### src/rtl/sspg_pkg.sv
// sspg_pkg: shared types and constants for the step/direction pulse generator
// no dependencies; used by the interfaces, the engine and the top level
`default_nettype none

package sspg_pkg;

	localparam int CmdWidth     = 3;
	localparam int TargetWidth  = 15;
	localparam int DividerWidth = 7;
	localparam int TickWidth    = 8;
	localparam int CountWidth   = 16;

	typedef enum logic [CmdWidth-1:0] {
		CMD_TICK     = 3'd0,
		CMD_STOP     = 3'd1,
		CMD_RUN_FWD  = 3'd2,
		CMD_RUN_BWD  = 3'd3,
		CMD_MOVE_FWD = 3'd4,
		CMD_MOVE_BWD = 3'd5
	} cmd_t;

	typedef struct packed {
		logic                         step_clock;
		logic                         dir_level;
		logic                         running;
		logic signed [CountWidth-1:0] prior_count;
		logic signed [CountWidth-1:0] edge_count;
		logic                         move_done;
	} result_t;

endpackage

`default_nettype wire

### src/rtl/sspg_if.sv
// sspg_if: valid/ready channel interfaces for commands, results and the divider register
// depends on sspg_pkg for the field widths
`default_nettype none

interface sspg_cmd_if import sspg_pkg::*; ();
	logic                   valid;
	logic                   ready;
	logic [CmdWidth-1:0]    command;
	logic [TargetWidth-1:0] step_target;

	modport source (output valid, output command, output step_target, input ready);
	modport sink (input valid, input command, input step_target, output ready);
endinterface

interface sspg_res_if import sspg_pkg::*; ();
	logic                         valid;
	logic                         ready;
	logic                         step_clock;
	logic                         dir_level;
	logic                         running;
	logic signed [CountWidth-1:0] prior_count;
	logic signed [CountWidth-1:0] edge_count;
	logic                         move_done;

	modport source (output valid, output step_clock, output dir_level, output running,
		output prior_count, output edge_count, output move_done, input ready);
	modport sink (input valid, input step_clock, input dir_level, input running,
		input prior_count, input edge_count, input move_done, output ready);
endinterface

interface sspg_cfg_if import sspg_pkg::*; ();
	logic                    valid;
	logic                    ready;
	logic [DividerWidth-1:0] divider;

	modport source (output valid, output divider, input ready);
	modport sink (input valid, input divider, output ready);
endinterface

`default_nettype wire

### src/rtl/sspg_engine.sv
// sspg_engine: motion state registers and the per-transaction next-state and result logic
// depends on sspg_pkg
`default_nettype none

module sspg_engine import sspg_pkg::*; (
	input  wire logic                    clk,
	input  wire logic                    arst_n,
	input  wire logic                    step_en,
	input  wire logic [CmdWidth-1:0]     command,
	input  wire logic [TargetWidth-1:0]  step_target,
	input  wire logic [DividerWidth-1:0] divider,
	output result_t                      result
);

	logic [TickWidth-1:0]  tick_q, tick_d;
	logic [CountWidth-1:0] edges_q, edges_d;
	logic [CountWidth-1:0] target_q, target_d;
	logic                  down_q, down_d;
	logic                  run_q, run_d;
	logic                  clk_lvl_q, clk_lvl_d;
	logic                  dir_q, dir_d;
	logic [CountWidth-1:0] prior;
	logic                  done;
	logic                  div_match;
	logic                  target_hit;

	assign div_match  = (tick_q == {1'b0, divider});
	assign target_hit = (target_q != '0) && ($signed(target_q) <= $signed(edges_q));

	always_comb begin
		tick_d    = tick_q;
		edges_d   = edges_q;
		target_d  = target_q;
		down_d    = down_q;
		run_d     = run_q;
		clk_lvl_d = clk_lvl_q;
		dir_d     = dir_q;
		prior     = '0;
		done      = 1'b0;
		case (cmd_t'(command))
			CMD_STOP: begin
				prior     = edges_q;
				clk_lvl_d = 1'b0;
				run_d     = 1'b0;
				edges_d   = '0;
				target_d  = '0;
			end
			CMD_RUN_FWD, CMD_RUN_BWD: begin
				prior     = edges_q;
				clk_lvl_d = 1'b0;
				edges_d   = '0;
				target_d  = '0;
				dir_d     = (cmd_t'(command) == CMD_RUN_FWD);
				down_d    = (cmd_t'(command) == CMD_RUN_BWD);
				run_d     = 1'b1;
			end
			CMD_MOVE_FWD, CMD_MOVE_BWD: begin
				prior     = edges_q;
				clk_lvl_d = 1'b0;
				edges_d   = '0;
				dir_d     = (cmd_t'(command) == CMD_MOVE_FWD);
				down_d    = 1'b0;
				target_d  = {1'b0, step_target};
				run_d     = (step_target != '0);
			end
			default: begin
				// tick, and the unused codes behave as a tick
				if (run_q) begin
					if (div_match) begin
						if (target_hit) begin
							target_d  = '0;
							prior     = edges_q;
							clk_lvl_d = 1'b0;
							run_d     = 1'b0;
							edges_d   = '0;
							done      = 1'b1;
						end else begin
							clk_lvl_d = ~clk_lvl_q;
							tick_d    = '0;
							edges_d   = down_q ? edges_q - 1'b1 : edges_q + 1'b1;
						end
					end else begin
						tick_d = tick_q + 1'b1;
					end
				end
			end
		endcase
	end

	always_comb begin
		result.step_clock  = clk_lvl_d;
		result.dir_level   = dir_d;
		result.running     = run_d;
		result.prior_count = prior;
		result.edge_count  = edges_d;
		result.move_done   = done;
	end

	always_ff @(posedge clk or negedge arst_n) begin
		if (!arst_n) begin
			tick_q    <= '0;
			edges_q   <= '0;
			target_q  <= '0;
			down_q    <= 1'b0;
			run_q     <= 1'b0;
			clk_lvl_q <= 1'b0;
			dir_q     <= 1'b0;
		end else if (step_en) begin
			tick_q    <= tick_d;
			edges_q   <= edges_d;
			target_q  <= target_d;
			down_q    <= down_d;
			run_q     <= run_d;
			clk_lvl_q <= clk_lvl_d;
			dir_q     <= dir_d;
		end
	end

endmodule

`default_nettype wire

### src/rtl/stepper_step_pulse_generator.sv
// stepper_step_pulse_generator: top level with input register, engine and result register
// depends on sspg_pkg, the sspg interfaces and sspg_engine
`default_nettype none

// Step/direction pulse generator. Each command transaction carries a tick (one timer
// compare match) or a motion command, and yields exactly one result transaction with the
// pin levels, the running flag and the edge counts. A transaction passes an input register
// and then the result register, from which its result is offered on the res channel, and
// one transaction is taken every cycle as long as results are taken. The engine computes
// the state update between those two registers. The divider register is written through
// the cfg channel, which is always ready; write it only while idle.
module stepper_step_pulse_generator import sspg_pkg::*; (
	input  wire logic clk,
	input  wire logic arst_n,
	sspg_cmd_if.sink   cmd,
	sspg_res_if.source res,
	sspg_cfg_if.sink   cfg
);

	logic                    valid_s1;
	logic [CmdWidth-1:0]     command_s1;
	logic [TargetWidth-1:0]  target_s1;
	logic                    valid_s2;
	result_t                 result_s2;
	result_t                 result_d;
	logic [DividerWidth-1:0] divider_q;
	logic                    s2_free;
	logic                    s1_advance;
	logic                    s1_load;

	assign s2_free    = !valid_s2 || res.ready;
	assign s1_advance = valid_s1 && s2_free;
	assign cmd.ready  = !valid_s1 || s2_free;
	assign s1_load    = cmd.valid && cmd.ready;
	assign cfg.ready  = 1'b1;

	always_ff @(posedge clk or negedge arst_n) begin
		if (!arst_n) begin
			divider_q <= '0;
		end else if (cfg.valid) begin
			divider_q <= cfg.divider;
		end
	end

	always_ff @(posedge clk or negedge arst_n) begin
		if (!arst_n) begin
			valid_s1 <= 1'b0;
			valid_s2 <= 1'b0;
		end else begin
			if (cmd.ready) begin
				valid_s1 <= cmd.valid;
			end
			if (s2_free) begin
				valid_s2 <= valid_s1;
			end
		end
	end

	always_ff @(posedge clk) begin
		if (s1_load) begin
			command_s1 <= cmd.command;
			target_s1  <= cmd.step_target;
		end
		if (s1_advance) begin
			result_s2 <= result_d;
		end
	end

	sspg_engine u_engine (
		.clk         (clk),
		.arst_n      (arst_n),
		.step_en     (s1_advance),
		.command     (command_s1),
		.step_target (target_s1),
		.divider     (divider_q),
		.result      (result_d)
	);

	assign res.valid       = valid_s2;
	assign res.step_clock  = result_s2.step_clock;
	assign res.dir_level   = result_s2.dir_level;
	assign res.running     = result_s2.running;
	assign res.prior_count = result_s2.prior_count;
	assign res.edge_count  = result_s2.edge_count;
	assign res.move_done   = result_s2.move_done;

endmodule

`default_nettype wire

### src/flat_wrapper.sv
// flat-port wrapper written by rule: the top's interface ports become plain ports
module stepper_step_pulse_generator_flat import sspg_pkg::*;
  (clk, arst_n, cmd_valid, cmd_command, cmd_step_target, cmd_ready, res_valid, res_step_clock, res_dir_level, res_running, res_prior_count, res_edge_count, res_move_done, res_ready, cfg_valid, cfg_divider, cfg_ready);
  sspg_cmd_if cmd_i ();
  sspg_res_if res_i ();
  sspg_cfg_if cfg_i ();
  input  wire logic clk;
  input  wire logic arst_n;
  input wire logic [$bits(cmd_i.valid)-1:0] cmd_valid;
  input wire logic [$bits(cmd_i.command)-1:0] cmd_command;
  input wire logic [$bits(cmd_i.step_target)-1:0] cmd_step_target;
  output wire logic [$bits(cmd_i.ready)-1:0] cmd_ready;
  output wire logic [$bits(res_i.valid)-1:0] res_valid;
  output wire logic [$bits(res_i.step_clock)-1:0] res_step_clock;
  output wire logic [$bits(res_i.dir_level)-1:0] res_dir_level;
  output wire logic [$bits(res_i.running)-1:0] res_running;
  output wire logic [$bits(res_i.prior_count)-1:0] res_prior_count;
  output wire logic [$bits(res_i.edge_count)-1:0] res_edge_count;
  output wire logic [$bits(res_i.move_done)-1:0] res_move_done;
  input wire logic [$bits(res_i.ready)-1:0] res_ready;
  input wire logic [$bits(cfg_i.valid)-1:0] cfg_valid;
  input wire logic [$bits(cfg_i.divider)-1:0] cfg_divider;
  output wire logic [$bits(cfg_i.ready)-1:0] cfg_ready;
  assign cmd_i.valid = cmd_valid;
  assign cmd_i.command = cmd_command;
  assign cmd_i.step_target = cmd_step_target;
  assign cmd_ready = cmd_i.ready;
  assign res_valid = res_i.valid;
  assign res_step_clock = res_i.step_clock;
  assign res_dir_level = res_i.dir_level;
  assign res_running = res_i.running;
  assign res_prior_count = res_i.prior_count;
  assign res_edge_count = res_i.edge_count;
  assign res_move_done = res_i.move_done;
  assign res_i.ready = res_ready;
  assign cfg_i.valid = cfg_valid;
  assign cfg_i.divider = cfg_divider;
  assign cfg_ready = cfg_i.ready;
  stepper_step_pulse_generator u_core (.clk(clk), .arst_n(arst_n), .cmd(cmd_i), .res(res_i), .cfg(cfg_i));
endmodule
### config.mk
export PLATFORM = sky130hd
export DESIGN_NAME = stepper_step_pulse_generator_flat
export DESIGN_NICKNAME = d
export VERILOG_FILES = /design/src/rtl/sspg_pkg.sv /design/src/rtl/sspg_if.sv /design/src/rtl/sspg_engine.sv /design/src/rtl/stepper_step_pulse_generator.sv /design/src/flat_wrapper.sv
export SDC_FILE = /design/constraint.sdc
export NUM_CORES = 1
export LEC_CHECK = 0
export BUFFER_PORTS_ARGS = -buffer_cell sky130_fd_sc_hd__buf_2
export CAP_MARGIN = 20
export CORE_MARGIN = 1
export CORE_UTILIZATION = 58
export DETAILED_ROUTE_END_ITERATION = 8
export PLACE_DENSITY = 0.76
export SYNTH_ARGS = -nofsm -noshare
export SYNTH_HDL_FRONTEND = slang
export SYNTH_HIERARCHICAL = 1
export SYNTH_SLANG_ARGS = --single-unit
### constraint.sdc
create_clock -name clk -period 3.03 [get_ports clk]
set_clock_uncertainty 0.15 [all_clocks]
set_input_delay 0.909 -clock clk [delete_from_list [all_inputs] [get_ports clk]]
set_output_delay 0.909 -clock clk [all_outputs]
set_load 0.05 [all_outputs]
Yosys cells after proc, flatten, opt, wreduce, memory -nomap -nowiden. Index checks and enable logic that the tools add are counted.

Flip-flop bits (word level): 107. Output and inout port bits: 39. Word-level logic and storage cells: 80.

$add $sub $neg: 3. $lt $le $gt $ge: 1. Equal/unequal tests: 7. Muxes and demuxes: 26. Bitwise logic cells: 4. Reductions and logical operators: 21.

Operators with widths (count): $mux W16 (12); $pmux W16 S2 (1); $add A16 B1 Y16 const B (1); $le A16 B16 Y1 (1); $mux W8 (2); $reduce_bool A16 Y1 (1); $sub A16 B1 Y16 const B (1); $reduce_bool A15 Y1 (1); $reduce_bool A3 Y1 (3); $add A8 B1 Y8 const B (1); $eq A8 B7 Y1 (1); $mux W1 (8); $reduce_and A4 Y1 (2); $reduce_or A7 Y1 (1); $eq A3 B2 Y1 const B (2); $eq A3 B3 Y1 const B (2); $reduce_or A5 Y1 (1); $not A1 Y1 (4); $pmux W1 S2 (2); $reduce_or A2 Y1 (2); $eq A3 B1 Y1 const B (1); $logic_and A1 B1 Y1 (3); $pmux W1 S3 (1); $reduce_or A3 Y1 (1); other kinds (5) (7).

Logic depth before layout (Yosys ltp).
Depth after elaboration: 6. Mapped depth: 11. Depth with buffers taken out: 9.

Modules after synthesis. Netlist, hierarchy kept.

By module, submodules not included: sspg_engine (times used 1, cells each 410, area an instance 3455.8 sq um, seq. area each 1076.0 sq um); stepper_step_pulse_generator (times used 1, cells each 79, area an instance 2013.2 sq um, seq. area each 1846.8 sq um).

Least setup slack after synthesis. Ideal clock, no wire load.

Path kind: input-to-reg. Start: input port res_ready. End: register u_core.u_engine.target_q[10]. Data arrival time: 3.057 ns. Required time: 2.815 ns. Path slack: -0.243 ns. Stages: 7. Path buffers: 3. Cell sequence: nand2b_1 and2_1 buf_2 and2_1 clkbuf_1 clkbuf_1 a22o_1.

Longest elaborated chain between the ends: 3.

RTL lines: start, declared (line flat_wrapper.sv:20) `input wire logic [$bits(res_i.ready)-1:0] res_ready;`; $logic_or A1 B1 Y1 (line stepper_step_pulse_generator.sv:31) `assign s2_free = !valid_s2 || res.ready;`; $logic_and A1 B1 Y1 (line stepper_step_pulse_generator.sv:32) `assign s1_advance = valid_s1 && s2_free;`; net u_core.s1_advance (line stepper_step_pulse_generator.sv:28) `logic s1_advance;`; $reduce_and A4 Y1 (no source line); end signal, assigned (line sspg_engine.sv:111) `target_q <= target_d;`; end, declared (line sspg_engine.sv:17) `logic [CountWidth-1:0] target_q, target_d;`.

The timed path passes the listed nets, and every way through them passes these cells. A chain may end at the register's enable or synchronous reset.

==> results.txt <==
----------------------------------------------------
[Clock network]
  Insertion delay to the later sink of the worst-skew pair ... 0.38 ns
  TritonCTS clock tree ... done
  Maximum number of buffers from clock root to sink ... 2
  CTS H-tree lvls ... 3
  Library cell used as clock root buffer ... sky130_fd_sc_hd__clkbuf_8
  Sink Count ... 106
  Number of CTS-inserted buffers ... 9
  Cts-stage hold buffer count ... 0
  Reg clk slew, reported paths ... 0.11 ns

[Finish]
  Layout Cells excl Fill ... 681
  Net count reported at finish ... 628
  Most used cells in the layout excluding fill and tap cells ... sky130_fd_sc_hd__buf_2 (67), sky130_fd_sc_hd__edfxtp_1 (54), sky130_fd_sc_hd__dfrtp_1 (51)
  Fraction of final layout cells sized beyond drive strength 1 ... 0.219
  Count of antenna diodes in the layout ... 0
  Most frequent standard cell in the layout excluding fill and tap cells ... sky130_fd_sc_hd__buf_2
  Synth-to-layout area growth ... 13.4%

[Placement]
  Detailed placer's ending HPWL ... 8.96 mm
  Routability-driven placement congestion ratio ... 0.960
  Number of cells in the design after placement ... 664
  Buffers on Ports ... 67

[Floorplanning]
  Die W ... 99.1 µm
  Core footprint ... 0.00920 mm²
  Vertical extent of the die ... 99.1 µm
  Std-Cell Rows ... 35
  Number of top-level pins ... 69
  Initial cell density of the core ... 0.595
  Die area ... 0.00982 mm²

[Logic synthesis]
  Synth unique cells ... 59
  Number of cells produced by synthesis ... 489
  Top FF cell, synth ... sky130_fd_sc_hd__edfxtp_1
  Warning count from the yosys run ... 6
  Combined area of all synthesized cells ... 0.00547 mm²
  Average size of a mapped cell ... 11.2 µm²
  Async set-or-reset flop fraction in the synthesized netlist ... 0.491
  Post-Syn Nets ... 552
  Number of register bits inferred by synthesis ... 106
  Part of the Yosys area used for sequential elements ... 0.534
  Post-synth EDFFs ... 54

[Power and ir drop]
  Power spent charging and discharging nets ... 1.15 mW
  Sequential Power Share ... 0.507
  LEAKAGE ... 2.67 nW
  Logic pwr share ... 0.231
  Worst vdd ir ... 0.000327 V
  Internal power ... 2.36 mW
  Switching portion of total power ... 0.328
  Part of the total power dissipated in the clock network ... 0.262
  P per Cell Area ... 567 mW/mm²

[Min path]
  Hold Path Sink ... u_core/res.valid
  Worst hold stages ... 1
  Min-Delay Path Class ... register to register
  Hold_sp ... u_core/valid_s1

[STA]
  RSZ-0062 raised after global routing ... false
  Post-Route Setup TNS ... 0 ns
  Worst-case headroom to the max-slew limit ... 0.585
  Setup-violating endpoint count in the final report ... 0
  Time the final worst path needs with I/O delays and setup ... 2.90 ns
  Highest achievable clock rate ... 344 MHz
  Transition time at the pin with the least slew margin ... 0.622 ns
  Final Slew Violations ... 0
  Period utilisation layout ... 0.958
  Endpoints failing hold ... 0

[Worst setup path]
  Critical setup path kind ... register to register
  Worst Reg-to-Reg Cells ... 8
  Arrival time reported for the critical path endpoint ... 2.95 ns
  Required time at the worst-slack endpoint ... 3.07 ns
  Top fanout value on the critical path ... 12
  Critical path capture point type ... register
  Worst reg2reg endpoint ... u_core/res.edge_count[15]
  Startpoint type of the worst setup path ... register
  Reg2reg start ... u_core/u_engine/down_q
  R2r setup slk ... 0.13 ns

[GRT]
  Gr usage total ... 0.267
  Vias in the first global route ... 3990
  Pin count of the biggest net entering global routing ... 30
  Wire length of the first global-routing pass ... 20.0 mm
  Number of antenna violations at the first check in global routing ... 0
  Remaining Overflow, GRT ... 0

[Run]
  MaxCap Viol Count ... 0

[Route]
  Final routed DRC violation total ... 0
  DRT antenna net count ... 0
  Vias ... 4142
  Post-detailed-routing wire length ... 12.2 mm
  Detailed-router iteration count before antenna repair ... 5
  Iteration-0 DRC Markers ... 304
  Via-per-instance ratio ... 6.08
  Drt wl/cell ... 17.9 µm

[Run status]
  Outcome ... completed

----------------------------------------------------
cell families (layout without fill, tap and decap cells):
logic type                 count (synthesis)  after routing  synth area share
buffers and inverters                     41            122            0.0366
adders and majority gates                 33             33            0.0769
xor gates and xnor gates                  21             21            0.0336
muxes                                     11             11            0.0268
and+or+nand+nor                          152            152             0.139
DFF                                      106            106             0.534
AOI/OAI and AO/OA                        124            124             0.152
other                                      1              1          0.000686
worst max-delay path: stages (launching register included):
cell	delay, ns
sky130_fd_sc_hd__dfrtp_2	0.53
sky130_fd_sc_hd__ha_1	0.33
sky130_fd_sc_hd__a211oi_1	0.31
sky130_fd_sc_hd__o21ai_0	0.24
sky130_fd_sc_hd__a211oi_2	0.33
sky130_fd_sc_hd__nor4_1	0.12
sky130_fd_sc_hd__a311oi_1	0.34
sky130_fd_sc_hd__o21ai_0	0.15
sky130_fd_sc_hd__a21oi_1	0.22
layout make-up:
type	instances	area, µm²
multi-input combinational	342	2360
clock inverter	6	86.3
clock buffer	10	128
inverter	23	86.3
timing repair buffer	83	480
tap	111	139
fill	703	3000
sequential	106	2920
worst max path at each step:
| stage | start | depth (start not counted) | end |
|---|---|---|---|
| floorplan | res_ready | 7 | u_core/u_engine/target_q[10] |
| global placement | u_core/u_engine/down_q | 8 | u_core/res.edge_count[15] |
| detailed placement | u_core/u_engine/down_q | 8 | u_core/res.edge_count[15] |
| CTS | u_core/u_engine/down_q | 8 | u_core/res.edge_count[15] |
| global route | u_core/u_engine/edges_q[0] | 8 | u_core/res.edge_count[8] |
| finish | u_core/u_engine/down_q | 8 | u_core/res.edge_count[15] |
state kept, by name (all words and copies together), names as in the netlist, 3 cells and up:
name / cells
u_core/command_s1: 3
u_core/target_s1: 15
u_core/u_engine/edges_q: 16
u_core/u_engine/tick_q: 8
u_core/divider_q: 7
u_core/res.prior_count: 16
u_core/res.edge_count: 16
u_core/u_engine/target_q: 15
power by group through the flow:
stage | clock [mW] | combinational (mW) | sequential, mW
after floorplan | 0 | 0.475 | 1.91
after global placement | 0 | 0.774 | 1.80
after detailed placement | 0 | 0.800 | 1.81
after CTS | 0.932 | 0.803 | 1.78
after global routing | 0.984 | 0.890 | 1.80
final | 0.920 | 0.811 | 1.78
repair_timing:
item,in CTS,in global routing
gates cloned,0,0
gates resized for setup,1,3
pin swaps,0,1
endpoints found under the setup margin,1,8
buffers inserted,0,1
Yosys cell counts (9+ instances only):
| cell type | instances | area share |
|---|---|---|
| sky130_fd_sc_hd__a21oi_1 | 32 | 0.029 |
| sky130_fd_sc_hd__xnor2_1 | 14 | 0.022 |
| sky130_fd_sc_hd__ha_1 | 32 | 0.073 |
| sky130_fd_sc_hd__nand3_1 | 19 | 0.017 |
| sky130_fd_sc_hd__a22o_1 | 23 | 0.037 |
| sky130_fd_sc_hd__nor3_1 | 9 | 0.0082 |
| sky130_fd_sc_hd__nor2_1 | 31 | 0.021 |
| sky130_fd_sc_hd__o21ai_0 | 19 | 0.017 |
| sky130_fd_sc_hd__o21ai_1 | 9 | 0.0082 |
| sky130_fd_sc_hd__inv_1 | 23 | 0.016 |
| sky130_fd_sc_hd__nor4_1 | 11 | 0.013 |
| sky130_fd_sc_hd__nand2_1 | 49 | 0.034 |
| sky130_fd_sc_hd__dfrtp_1 | 52 | 0.24 |
| sky130_fd_sc_hd__edfxtp_1 | 54 | 0.30 |
per-layer routing:
metal | up-vias | track usage | routed length, µm
met5 | - | 0 | 0
met2 | 189 | 0.444 | 5920
li1 | 1948 | - | -
met4 | 0 | 0.121 | 364
met3 | 32 | 0.0316 | 701
met1 | 1973 | 0.355 | 5210
per-stage QoR:
| step | util | worst slack (ns) | cell area [µm²] | total power, mW | hold WS, ns |
|---|---|---|---|---|---|
| 2_1_floorplan | - | 0.169 | 5470 | 2.38 | 0.299 |
| 3_3_place_gp | 0.649 | 0.0342 | 5970 | 2.58 | 0.314 |
| 3_5_place_dp | 0.649 | 0.0332 | 5970 | 2.61 | 0.338 |
| 4_1_cts | 0.672 | 0.137 | 6180 | 3.52 | 0.354 |
| 5_1_grt | 0.674 | 0.0121 | 6200 | 3.68 | 0.375 |
| 6_report | 0.674 | 0.126 | 6200 | 3.51 | 0.348 |
Note: power is estimated with default switching activity, not from simulation.
